**config.mk**
```make
export PLATFORM = sky130hd
export DESIGN_NAME = pid_step_antiwindup
export DESIGN_NICKNAME = d
export VERILOG_FILES = /design/src/rtl/psaw_pkg.sv /design/src/rtl/psaw_mac.sv /design/src/rtl/psaw_div.sv /design/src/rtl/pid_step_antiwindup.sv
export SDC_FILE = /design/constraint.sdc
export NUM_CORES = 2
export LEC_CHECK = 0
export CORE_MARGIN = 10
export CORE_UTILIZATION = 50
export CTS_BUF_LIST = sky130_fd_sc_hd__clkbuf_2 sky130_fd_sc_hd__clkbuf_4 sky130_fd_sc_hd__clkbuf_8
export DETAILED_ROUTE_END_ITERATION = 10
export DONT_BUFFER_PORTS = 1
export SLEW_MARGIN = 20
export SYNTH_ARGS = -nofsm -noshare
export SYNTH_HDL_FRONTEND = slang
export SYNTH_SLANG_ARGS = --single-unit
```
**constraint.sdc**
```tcl
create_clock -name clk_i -period 11.3 [get_ports clk_i]
set_input_delay 1.13 -clock clk_i [delete_from_list [all_inputs] [get_ports clk_i]]
set_output_delay 1.13 -clock clk_i [all_outputs]
set_load 0.005 [all_outputs]
```
**src/rtl/psaw_pkg.sv**
```systemverilog
// Package: shared widths, constants and state types for the PID anti-windup block.
`default_nettype none

package psaw_pkg;

  localparam int unsigned DATA_W      = 32;
  localparam int unsigned LIM_W       = 31;
  localparam int unsigned CFG_IDX_W   = 3;

  localparam int unsigned MAC_A_W     = 48;
  localparam int unsigned MAC_B_W     = 32;
  localparam int unsigned MAC_CHUNK_W = 16;
  localparam int unsigned MAC_P_W     = MAC_A_W + MAC_CHUNK_W;
  localparam int unsigned MAC_R_W     = MAC_A_W + MAC_B_W;

  localparam int unsigned DIV_N_W     = 65;
  localparam int unsigned DIV_Q_W     = 49;
  localparam int unsigned DIV_CNT_W   = 6;

  localparam int unsigned MAG_W       = DATA_W + 1;
  localparam int unsigned PMAG_W      = 47;
  localparam int unsigned IMAG_W      = 41;
  localparam int unsigned IRAW_W      = 42;
  localparam int unsigned PI_W        = 49;
  localparam int unsigned TOT_W       = 51;

  // integral step saturates at 2^40, derivative at 2^48
  localparam logic [IMAG_W-1:0]  I_CAP = {1'b1, {(IMAG_W-1){1'b0}}};
  localparam logic [DIV_Q_W-1:0] D_CAP = {1'b1, {(DIV_Q_W-1){1'b0}}};

  localparam logic [CFG_IDX_W-1:0] CFG_P_GAIN = 3'd0;
  localparam logic [CFG_IDX_W-1:0] CFG_I_GAIN = 3'd1;
  localparam logic [CFG_IDX_W-1:0] CFG_D_GAIN = 3'd2;
  localparam logic [CFG_IDX_W-1:0] CFG_PERIOD = 3'd3;
  localparam logic [CFG_IDX_W-1:0] CFG_LIMIT  = 3'd4;

  localparam logic [DATA_W-1:0] PERIOD_RST = 32'd262;
  localparam logic [LIM_W-1:0]  LIMIT_RST  = 31'd26214400;

  typedef enum logic [1:0] {
    MAC_IDLE,
    MAC_LO,
    MAC_HI,
    MAC_ACC
  } mac_ph_e;

  typedef enum logic [1:0] {
    DIV_IDLE,
    DIV_RUN,
    DIV_FIN
  } div_st_e;

  typedef enum logic [3:0] {
    S_IDLE,
    S_D_START,
    S_D_WAIT,
    S_P_WAIT,
    S_I1_WAIT,
    S_I2_WAIT,
    S_I_CLAMP,
    S_SUM1,
    S_DIV_WAIT,
    S_SUM2,
    S_OUT
  } seq_st_e;

endpackage

`default_nettype wire

```
**src/rtl/psaw_mac.sv**
```systemverilog
// Shared multiplier: 48 x 32 unsigned product built from two 48 x 16 partial products.
`default_nettype none

module psaw_mac (
  input  wire logic                          clk_i,
  input  wire logic                          rst_ni,
  input  wire logic                          start_i,
  input  wire logic [psaw_pkg::MAC_A_W-1:0]  a_i,
  input  wire logic [psaw_pkg::MAC_B_W-1:0]  b_i,
  output logic                               busy_o,
  output logic      [psaw_pkg::MAC_R_W-1:0]  res_o
);
  import psaw_pkg::*;

  mac_ph_e                 ph_q, ph_d;
  logic [MAC_A_W-1:0]      a_q;
  logic [MAC_B_W-1:0]      b_q;
  logic [MAC_CHUNK_W-1:0]  chunk;
  logic [MAC_P_W-1:0]      prod_q, prod_d;
  logic [MAC_R_W-1:0]      acc_q, acc_d;

  always_comb begin
    unique case (ph_q)
      MAC_IDLE: ph_d = start_i ? MAC_LO : MAC_IDLE;
      MAC_LO:   ph_d = MAC_HI;
      MAC_HI:   ph_d = MAC_ACC;
      MAC_ACC:  ph_d = MAC_IDLE;
      default:  ph_d = MAC_IDLE;
    endcase
  end

  always_comb begin
    chunk  = (ph_q == MAC_HI) ? b_q[MAC_B_W-1:MAC_CHUNK_W] : b_q[MAC_CHUNK_W-1:0];
    prod_d = MAC_P_W'(a_q) * MAC_P_W'(chunk);
    acc_d  = acc_q;
    unique case (ph_q)
      MAC_HI:  acc_d = MAC_R_W'(prod_q);
      MAC_ACC: acc_d = acc_q + {prod_q, {MAC_CHUNK_W{1'b0}}};
      default: acc_d = acc_q;
    endcase
  end

  always_ff @(posedge clk_i or negedge rst_ni) begin
    if (!rst_ni) begin
      ph_q <= MAC_IDLE;
    end else begin
      ph_q <= ph_d;
    end
  end

  always_ff @(posedge clk_i) begin
    if (start_i && (ph_q == MAC_IDLE)) begin
      a_q <= a_i;
      b_q <= b_i;
    end
    prod_q <= prod_d;
    acc_q  <= acc_d;
  end

  assign busy_o = (ph_q != MAC_IDLE);
  assign res_o  = acc_q;

endmodule

`default_nettype wire

```
**src/rtl/psaw_div.sv**
```systemverilog
// Restoring divider, one quotient bit per cycle, quotient saturated at 2^48.
`default_nettype none

module psaw_div (
  input  wire logic                          clk_i,
  input  wire logic                          rst_ni,
  input  wire logic                          start_i,
  input  wire logic [psaw_pkg::DIV_N_W-1:0]  num_i,
  input  wire logic [psaw_pkg::DATA_W-1:0]   den_i,
  output logic                               busy_o,
  output logic      [psaw_pkg::DIV_Q_W-1:0]  quo_o
);
  import psaw_pkg::*;

  localparam int unsigned TOP_W = DIV_N_W - DIV_Q_W;

  div_st_e               st_q, st_d;
  logic [DATA_W-1:0]     den_q, den_d;
  logic [DATA_W-1:0]     rem_q, rem_d;
  logic [DIV_Q_W-1:0]    num_q, num_d;
  logic [DIV_Q_W-1:0]    quo_q, quo_d;
  logic [DIV_Q_W-1:0]    res_q, res_d;
  logic [DIV_CNT_W-1:0]  cnt_q, cnt_d;
  logic [TOP_W-1:0]      num_top;
  logic                  num_zero;
  logic                  sat;
  logic [DATA_W:0]       rem_sh;
  logic                  ge;

  assign num_top  = num_i[DIV_N_W-1:DIV_Q_W];
  assign num_zero = (num_i == '0);
  // quotient would reach 2^49 or more; also covers a zero divisor
  assign sat      = (DATA_W'(num_top) >= den_i);

  always_comb begin
    unique case (st_q)
      DIV_IDLE: st_d = (start_i && !num_zero && !sat) ? DIV_RUN : DIV_IDLE;
      DIV_RUN:  st_d = (cnt_q == '0) ? DIV_FIN : DIV_RUN;
      DIV_FIN:  st_d = DIV_IDLE;
      default:  st_d = DIV_IDLE;
    endcase
  end

  always_comb begin
    rem_sh = {rem_q, num_q[DIV_Q_W-1]};
    ge     = (rem_sh >= {1'b0, den_q});
    den_d  = den_q;
    rem_d  = rem_q;
    num_d  = num_q;
    quo_d  = quo_q;
    res_d  = res_q;
    cnt_d  = cnt_q;
    unique case (st_q)
      DIV_IDLE: begin
        if (start_i) begin
          den_d = den_i;
          rem_d = DATA_W'(num_top);
          num_d = num_i[DIV_Q_W-1:0];
          cnt_d = DIV_CNT_W'(DIV_Q_W - 1);
          if (num_zero) begin
            res_d = '0;
          end else if (sat) begin
            res_d = D_CAP;
          end
        end
      end
      DIV_RUN: begin
        rem_d = ge ? DATA_W'(rem_sh - {1'b0, den_q}) : rem_sh[DATA_W-1:0];
        num_d = {num_q[DIV_Q_W-2:0], 1'b0};
        quo_d = {quo_q[DIV_Q_W-2:0], ge};
        cnt_d = cnt_q - 1'b1;
      end
      DIV_FIN: begin
        res_d = (quo_q[DIV_Q_W-1] && (|quo_q[DIV_Q_W-2:0])) ? D_CAP : quo_q;
      end
      default: res_d = res_q;
    endcase
  end

  always_ff @(posedge clk_i or negedge rst_ni) begin
    if (!rst_ni) begin
      st_q <= DIV_IDLE;
    end else begin
      st_q <= st_d;
    end
  end

  always_ff @(posedge clk_i) begin
    den_q <= den_d;
    rem_q <= rem_d;
    num_q <= num_d;
    quo_q <= quo_d;
    res_q <= res_d;
    cnt_q <= cnt_d;
  end

  assign busy_o = (st_q != DIV_IDLE);
  assign quo_o  = res_q;

endmodule

`default_nettype wire

```
**src/rtl/pid_step_antiwindup.sv**
```systemverilog
// Top level: PID channel with clamped trapezoidal integral, sequencer and output register.
//
// One control error arrives per transaction on the input channel (in_valid_i / in_stall_o,
// fields error_value_i, clear_after_i). One result leaves per input transaction on the
// output channel (out_valid_o / out_stall_i, fields drive_o, integral_term_o,
// output_clamped_o). Gains, sample period and clamp limit are written through the
// cfg_we_i / cfg_index_i / cfg_data_i port; the user must write them only while the
// block is idle, which the block itself does not enforce. The 49-step restoring
// divider for the derivative term sets the time from input transaction to result
// valid; when its quotient is zero or saturates at once, the shared 48x16 multiplier
// sequence (four products) sets it instead. in_stall_o is high while an item is in
// work, so a new transaction is taken only once the sequencer is done with the last.
// The result sits in an output register: a new item is taken while it waits. If the
// receiver stalls, the next result waits in the sequencer until the register frees.
// Reset loads the default configuration, zeroes the stored error and integral and
// empties the output register.
`default_nettype none

module pid_step_antiwindup (
  input  wire logic                            clk_i,
  input  wire logic                            rst_ni,
  input  wire logic                            cfg_we_i,
  input  wire logic [psaw_pkg::CFG_IDX_W-1:0]  cfg_index_i,
  input  wire logic [psaw_pkg::DATA_W-1:0]     cfg_data_i,
  input  wire logic                            in_valid_i,
  output logic                                 in_stall_o,
  input  wire logic signed [psaw_pkg::DATA_W-1:0] error_value_i,
  input  wire logic                            clear_after_i,
  output logic                                 out_valid_o,
  input  wire logic                            out_stall_i,
  output logic signed [psaw_pkg::DATA_W-1:0]   drive_o,
  output logic signed [psaw_pkg::DATA_W-1:0]   integral_term_o,
  output logic                                 output_clamped_o
);
  import psaw_pkg::*;

  // configuration
  logic [DATA_W-1:0] p_gain_q, i_gain_q, d_gain_q, period_q;
  logic [LIM_W-1:0]  lim_q;

  // sequencer
  seq_st_e st_q, st_d;
  logic    in_acc;
  logic    out_load;

  // item and channel state
  logic signed [DATA_W-1:0] e_q;
  logic                     clr_q;
  logic signed [DATA_W-1:0] last_q, iacc_q;

  // working registers
  logic [PMAG_W-1:0]        pmag_q, pmag_d;
  logic [IMAG_W-1:0]        imag_q, imag_d;
  logic signed [DATA_W-1:0] iterm_q, iterm_d;
  logic signed [PI_W-1:0]   pi_q, pi_d;
  logic signed [TOT_W-1:0]  tot_q, tot_d;

  // output register
  logic                     out_valid_q, out_valid_d;
  logic signed [DATA_W-1:0] drive_q, drive_d;
  logic signed [DATA_W-1:0] iout_q, iout_d;
  logic                     hit_q, hit_d;

  // shared units
  logic                  mac_start, mac_busy;
  logic [MAC_A_W-1:0]    mac_a;
  logic [MAC_B_W-1:0]    mac_b;
  logic [MAC_R_W-1:0]    mac_res;
  logic                  div_start, div_busy;
  logic [DIV_N_W-1:0]    div_num;
  logic [DIV_Q_W-1:0]    div_quo;

  // error terms
  logic signed [MAG_W-1:0]  e_x, l_x, sum_e, dif_e;
  logic                     e_neg, sum_neg, dif_neg;
  logic [DATA_W-1:0]        e_mag;
  logic [MAG_W-1:0]         sum_mag, dif_mag;

  // clamp helpers
  logic signed [IRAW_W-1:0] iraw, ilim;
  logic signed [PI_W-1:0]   p_s;
  logic signed [TOT_W-1:0]  d_s, tlim;

  assign e_x     = {e_q[DATA_W-1], e_q};
  assign l_x     = {last_q[DATA_W-1], last_q};
  assign sum_e   = e_x + l_x;
  assign dif_e   = e_x - l_x;
  assign e_neg   = e_q[DATA_W-1];
  assign sum_neg = sum_e[MAG_W-1];
  assign dif_neg = dif_e[MAG_W-1];
  assign e_mag   = e_neg ? DATA_W'(-e_q) : DATA_W'(e_q);
  assign sum_mag = sum_neg ? MAG_W'(-sum_e) : MAG_W'(sum_e);
  assign dif_mag = dif_neg ? MAG_W'(-dif_e) : MAG_W'(dif_e);

  assign in_acc   = in_valid_i && !in_stall_o;
  assign out_load = !out_valid_q || !out_stall_i;

  always_ff @(posedge clk_i or negedge rst_ni) begin
    if (!rst_ni) begin
      p_gain_q <= '0;
      i_gain_q <= '0;
      d_gain_q <= '0;
      period_q <= PERIOD_RST;
      lim_q    <= LIMIT_RST;
    end else if (cfg_we_i) begin
      unique case (cfg_index_i)
        CFG_P_GAIN: p_gain_q <= cfg_data_i;
        CFG_I_GAIN: i_gain_q <= cfg_data_i;
        CFG_D_GAIN: d_gain_q <= cfg_data_i;
        CFG_PERIOD: period_q <= cfg_data_i;
        CFG_LIMIT:  lim_q    <= cfg_data_i[LIM_W-1:0];
        default: ;
      endcase
    end
  end

  always_comb begin
    unique case (st_q)
      S_IDLE:     st_d = in_acc ? S_D_START : S_IDLE;
      S_D_START:  st_d = S_D_WAIT;
      S_D_WAIT:   st_d = mac_busy ? S_D_WAIT : S_P_WAIT;
      S_P_WAIT:   st_d = mac_busy ? S_P_WAIT : S_I1_WAIT;
      S_I1_WAIT:  st_d = mac_busy ? S_I1_WAIT : S_I2_WAIT;
      S_I2_WAIT:  st_d = mac_busy ? S_I2_WAIT : S_I_CLAMP;
      S_I_CLAMP:  st_d = S_SUM1;
      S_SUM1:     st_d = S_DIV_WAIT;
      S_DIV_WAIT: st_d = div_busy ? S_DIV_WAIT : S_SUM2;
      S_SUM2:     st_d = S_OUT;
      S_OUT:      st_d = out_load ? S_IDLE : S_OUT;
      default:    st_d = S_IDLE;
    endcase
  end

  always_comb begin
    mac_start = 1'b0;
    mac_a     = '0;
    mac_b     = '0;
    div_start = 1'b0;
    div_num   = {mac_res[DIV_N_W-2:0], 1'b0};
    pmag_d    = pmag_q;
    imag_d    = imag_q;
    iterm_d   = iterm_q;
    pi_d      = pi_q;
    tot_d     = tot_q;

    iraw  = IRAW_W'(iacc_q) + (sum_neg ? -IRAW_W'(imag_q) : IRAW_W'(imag_q));
    ilim  = IRAW_W'(lim_q);
    p_s   = e_neg ? -PI_W'(pmag_q) : PI_W'(pmag_q);
    d_s   = dif_neg ? -TOT_W'(div_quo) : TOT_W'(div_quo);
    tlim  = TOT_W'(lim_q);

    unique case (st_q)
      S_D_START: begin
        mac_start = 1'b1;
        mac_a     = MAC_A_W'(dif_mag);
        mac_b     = d_gain_q;
      end
      S_D_WAIT: begin
        if (!mac_busy) begin
          div_start = 1'b1;
          mac_start = 1'b1;
          mac_a     = MAC_A_W'(e_mag);
          mac_b     = p_gain_q;
        end
      end
      S_P_WAIT: begin
        if (!mac_busy) begin
          pmag_d    = mac_res[PMAG_W+15:16];
          mac_start = 1'b1;
          mac_a     = MAC_A_W'(sum_mag);
          mac_b     = i_gain_q;
        end
      end
      S_I1_WAIT: begin
        if (!mac_busy) begin
          mac_start = 1'b1;
          mac_a     = mac_res[MAC_A_W+15:16];
          mac_b     = period_q;
        end
      end
      S_I2_WAIT: begin
        if (!mac_busy) begin
          if ((|mac_res[MAC_R_W-1:IMAG_W+17]) ||
              (mac_res[IMAG_W+16] && (|mac_res[IMAG_W+15:17]))) begin
            imag_d = I_CAP;
          end else begin
            imag_d = mac_res[IMAG_W+16:17];
          end
        end
      end
      S_I_CLAMP: begin
        if (iraw > ilim) begin
          iterm_d = DATA_W'(ilim);
        end else if (iraw < -ilim) begin
          iterm_d = DATA_W'(-ilim);
        end else begin
          iterm_d = DATA_W'(iraw);
        end
      end
      S_SUM1:  pi_d  = p_s + PI_W'(iterm_q);
      S_SUM2:  tot_d = TOT_W'(pi_q) + d_s;
      default: ;
    endcase
  end

  always_comb begin
    out_valid_d = out_valid_q && out_stall_i;
    drive_d     = drive_q;
    iout_d      = iout_q;
    hit_d       = hit_q;
    if ((st_q == S_OUT) && out_load) begin
      out_valid_d = 1'b1;
      iout_d      = iterm_q;
      if (tot_q > tlim) begin
        drive_d = DATA_W'(tlim);
        hit_d   = 1'b1;
      end else if (tot_q < -tlim) begin
        drive_d = DATA_W'(-tlim);
        hit_d   = 1'b1;
      end else begin
        drive_d = DATA_W'(tot_q);
        hit_d   = 1'b0;
      end
    end
  end

  always_ff @(posedge clk_i or negedge rst_ni) begin
    if (!rst_ni) begin
      st_q        <= S_IDLE;
      out_valid_q <= 1'b0;
      last_q      <= '0;
      iacc_q      <= '0;
    end else begin
      st_q        <= st_d;
      out_valid_q <= out_valid_d;
      if ((st_q == S_OUT) && out_load) begin
        last_q <= clr_q ? '0 : e_q;
        iacc_q <= clr_q ? '0 : iterm_q;
      end
    end
  end

  always_ff @(posedge clk_i) begin
    if (in_acc) begin
      e_q   <= error_value_i;
      clr_q <= clear_after_i;
    end
    pmag_q  <= pmag_d;
    imag_q  <= imag_d;
    iterm_q <= iterm_d;
    pi_q    <= pi_d;
    tot_q   <= tot_d;
    drive_q <= drive_d;
    iout_q  <= iout_d;
    hit_q   <= hit_d;
  end

  psaw_mac u_mac (
    .clk_i   (clk_i),
    .rst_ni  (rst_ni),
    .start_i (mac_start),
    .a_i     (mac_a),
    .b_i     (mac_b),
    .busy_o  (mac_busy),
    .res_o   (mac_res)
  );

  psaw_div u_div (
    .clk_i   (clk_i),
    .rst_ni  (rst_ni),
    .start_i (div_start),
    .num_i   (div_num),
    .den_i   (period_q),
    .busy_o  (div_busy),
    .quo_o   (div_quo)
  );

  assign in_stall_o       = (st_q != S_IDLE);
  assign out_valid_o      = out_valid_q;
  assign drive_o          = drive_q;
  assign integral_term_o  = iout_q;
  assign output_clamped_o = hit_q;

endmodule

`default_nettype wire

```
==> summary.md <==
| Metric | Value |
|---|---|
| H-tree depth | `4` |
| GRT Util Overall | `30.9%` |
| Initial DRC Count | `6953` |
| Cell Area, Placed | `87600 um^2` |
| Critical path class | `register to register` |
| TritonCTS clock tree | `yes` |
| Post-Place Worst Slack | `0.763 ns` |
| Die width | `433 um` |
| Top Ports | `140` |
| Fillers | `15200` |
| Synth-to-Final Area Change | `7.81%` |
| Die Area | `187000 um^2` |
| Seq/Total Area, Yosys | `32.8%` |
| Yosys warnings | `0` |
| Design Area, Final | `91800 um^2` |
| Post-synth EDFFs | `694` |
| Top-area cell type share of the netlist area | `24.5%` |
| Routed WL | `294000 um` |
| Dpl hpwl | `226000 um` |
| Outcome | `complete, no violations` |
| RR Endpoint | `iterm_q[7]$_DFFE_PP_` |
| Worst-case reg-to-reg path depth | `39` |
| Crit-path slowest cell | `or4_1` |
| CP max stage delay | `0.60 ns` |
| Wire per inst | `26.6 um` |
| Crit end category | `register` |
| Clk sink count | `990` |
| RR Startpoint | `e_q[2]$_DFFE_PP_` |
| Post-synth top area cell | `edfxtp_1` |
| Final Max Slew Viols | `0` |
| Syn nets | `10100` |
| Syn Std Cell Area | `85100 um^2` |
| Port Buffers | `0` |
| Synth area leaders | `edfxtp_1, fa_1, ha_1` |
| Top cells by count, synth | `nand2_1, inv_1, edfxtp_1` |
| Die height | `433 um` |
| Largest net degree at the start of global routing | `229` |
| # hold bufs at CTS | `2` |
| Worst hold path endpoint | `e_q[26]$_DFFE_PP_` |
| Std-Cell Core Area | `169000 um^2` |
| Fin nets | `9973` |
| Final Hold Vio Count | `0` |
| Most frequent cell after synthesis | `nand2_1` |
| Netlist cell types | `91` |
| Syn avg cell area | `9.76 um^2` |
| Post-DR vias/cell | `6.06` |
| PostCTS Resize Cnt | `0` |
| Placer Congestion | `0.995` |
| Worst Path Max Fanout | `49` |
| Syn Inst Count | `8720` |
| FFs w/ async S/R, synth | `23.4%` |
| RSZ-0062 raised after global routing | `no` |
| Setup_tns | `0 ns` |
| Share of cells above drive strength 1 | `8.00%` |
| Clk slew on worst S/H paths | `0.06 ns` |
| Endpoints failing setup | `0` |
| Skew-Pair Late Insertion Delay | `0.99 ns` |
| R2R Setup Slk | `0.46 ns` |
| Setup ws final | `0.461 ns` |
| Final ANT Viol Nets | `0` |
| Worst Hold Depth | `0` |
| Worst Tran Pin Value | `1.27 ns` |
| Starting Density | `50.3%` |
| Worst path most repeated cell | `o21ai_0` |
| Vias in the first global route | `66000` |
| Antenna violations before repair | `47` |
| Setup Skew | `0.0785 ns` |
| Synth Register Bits | `990` |
| Clock buffer depth | `3` |
| DR vias | `66900` |
| Post-CTS setup buffer count | `0` |
| Fin crit share | `95.9%` |
| Fin crit period | `10.84 ns` |
| Total CTS buffers | `176` |
| Hold_sp | `error_value_i[26]` |
| Number of max-cap violations | `0` |
| Global-route wire length before repair | `434000 um` |
| Commonest register cell after synthesis | `edfxtp_1` |
| Num rows | `151` |
| Worst Path Required | `11.96 ns` |
| Fmax | `92.3 MHz` |
| Global route overflow | `0` |
| Worst min path class | `input pin to register` |
| Worst Path Arrival | `11.50 ns` |
| DRC Markers | `0` |
| Setup crit start kind | `register` |
| CTS Root Cell | `clkbuf_8` |
| Drt pass-1 iters | `6` |
| Worst slew margin | `14.6%` |
==> cells by family after synthesis <==
logic type / count (synthesis) / share of synthesized area, %
simple gates: 2628 / 15.0
compound gates: 1780 / 13.4
fa+ha+maj: 1262 / 24.3
buf+inv: 1256 / 5.59
flops: 990 / 32.8
xor+xnor: 567 / 5.83
mux: 237 / 3.05
==> flip-flops by register name, summed over array words and instances, names as in the netlist, 41 cells and up <==
register / cells
imag_q: 41
u_div.quo_q: 49
pmag_q: 47
u_mac.prod_q: 64
u_div.num_q: 48
pi_q: 49
u_mac.a_q: 48
tot_q: 51
u_mac.res_o: 80
u_div.quo_o: 49
==> through the flow <==
step / utilization [%] / cells / hold WS (ns)
after detailed placement: 51.7 / 10700 / 0.457
after global routing: 54.2 / 11000 / 0.211
after floorplan: - / 8720 / 0.442
final: 54.2 / 11000 / 0.278
after global placement: 51.7 / 10700 / 0.455
after CTS: 54.1 / 11000 / 0.183
==> layout make-up <==
class	count	area, um^2	area share [%]
diodes	25	62.6	0.0682
inverters	861	3240	3.53
multi-input cells	6474	52700	57.4
clock inverters	98	972	1.06
repair buffers	135	1120	1.22
clock buffers	234	2980	3.24
flip-flops and latches	990	27900	30.4
well taps	2218	2780	3.02
==> worst max-delay path by stage <==
stage                          start                    end  slack (ns)  cells after the start
finish              e_q[2]$_DFFE_PP_   iterm_q[7]$_DFFE_PP_        0.46                     39
global route        e_q[2]$_DFFE_PP_   iterm_q[1]$_DFFE_PP_       0.007                     39
CTS                 e_q[2]$_DFFE_PP_  iterm_q[29]$_DFFE_PP_        0.71                     39
detailed placement  e_q[2]$_DFFE_PP_  iterm_q[15]$_DFFE_PP_        0.76                     39
global placement    e_q[2]$_DFFE_PP_  iterm_q[15]$_DFFE_PP_        0.98                     39
floorplan           e_q[2]$_DFFE_PP_  iterm_q[15]$_DFFE_PP_        2.03                     41
==> placed cells by master (no fill, tap or decap), types with 93 or more instances in the layout <==
master	synthesis	layout
nand2b_1	115	115
nor2_1	357	353
xnor2_1	433	433
nor2b_1	240	239
nand4_1	96	96
nor3_1	114	111
edfxtp_1	694	694
fa_1	649	649
nand2_1	1091	1089
clkbuf_8	0	195
inv_1	854	853
nand3_1	94	93
o21ai_0	494	494
a21o_1	230	230
ha_1	613	611
mux2_2	181	181
and2_1	206	206
buf_4	2	127
dfrtp_1	226	226
a21oi_1	456	455
xor2_1	134	134
==> worst max-delay path: cells and delay by family (launching register included) <==
family	cells	cell delay [ns]
adders and majority gates	3	1.11
and+or+nand+nor	8	1.56
buffers and inverters	3	1.08
muxes	1	0.24
AOI/OAI and AO/OA	22	5.53
DFF	1	0.50
xor gates and xnor gates	2	0.43
==> layer usage <==
metal	routed length [um]	vias to the layer above	track usage [%]
met1	120000	33500	40.8
met2	134000	2796	49.0
met3	23400	574	5.87
met5	102	-	0
li1	-	30000	-
met4	15700	16	14.5
Power is not shown: default switching activity piles up to over one toggle a cycle in this logic, so the estimate is an artifact.
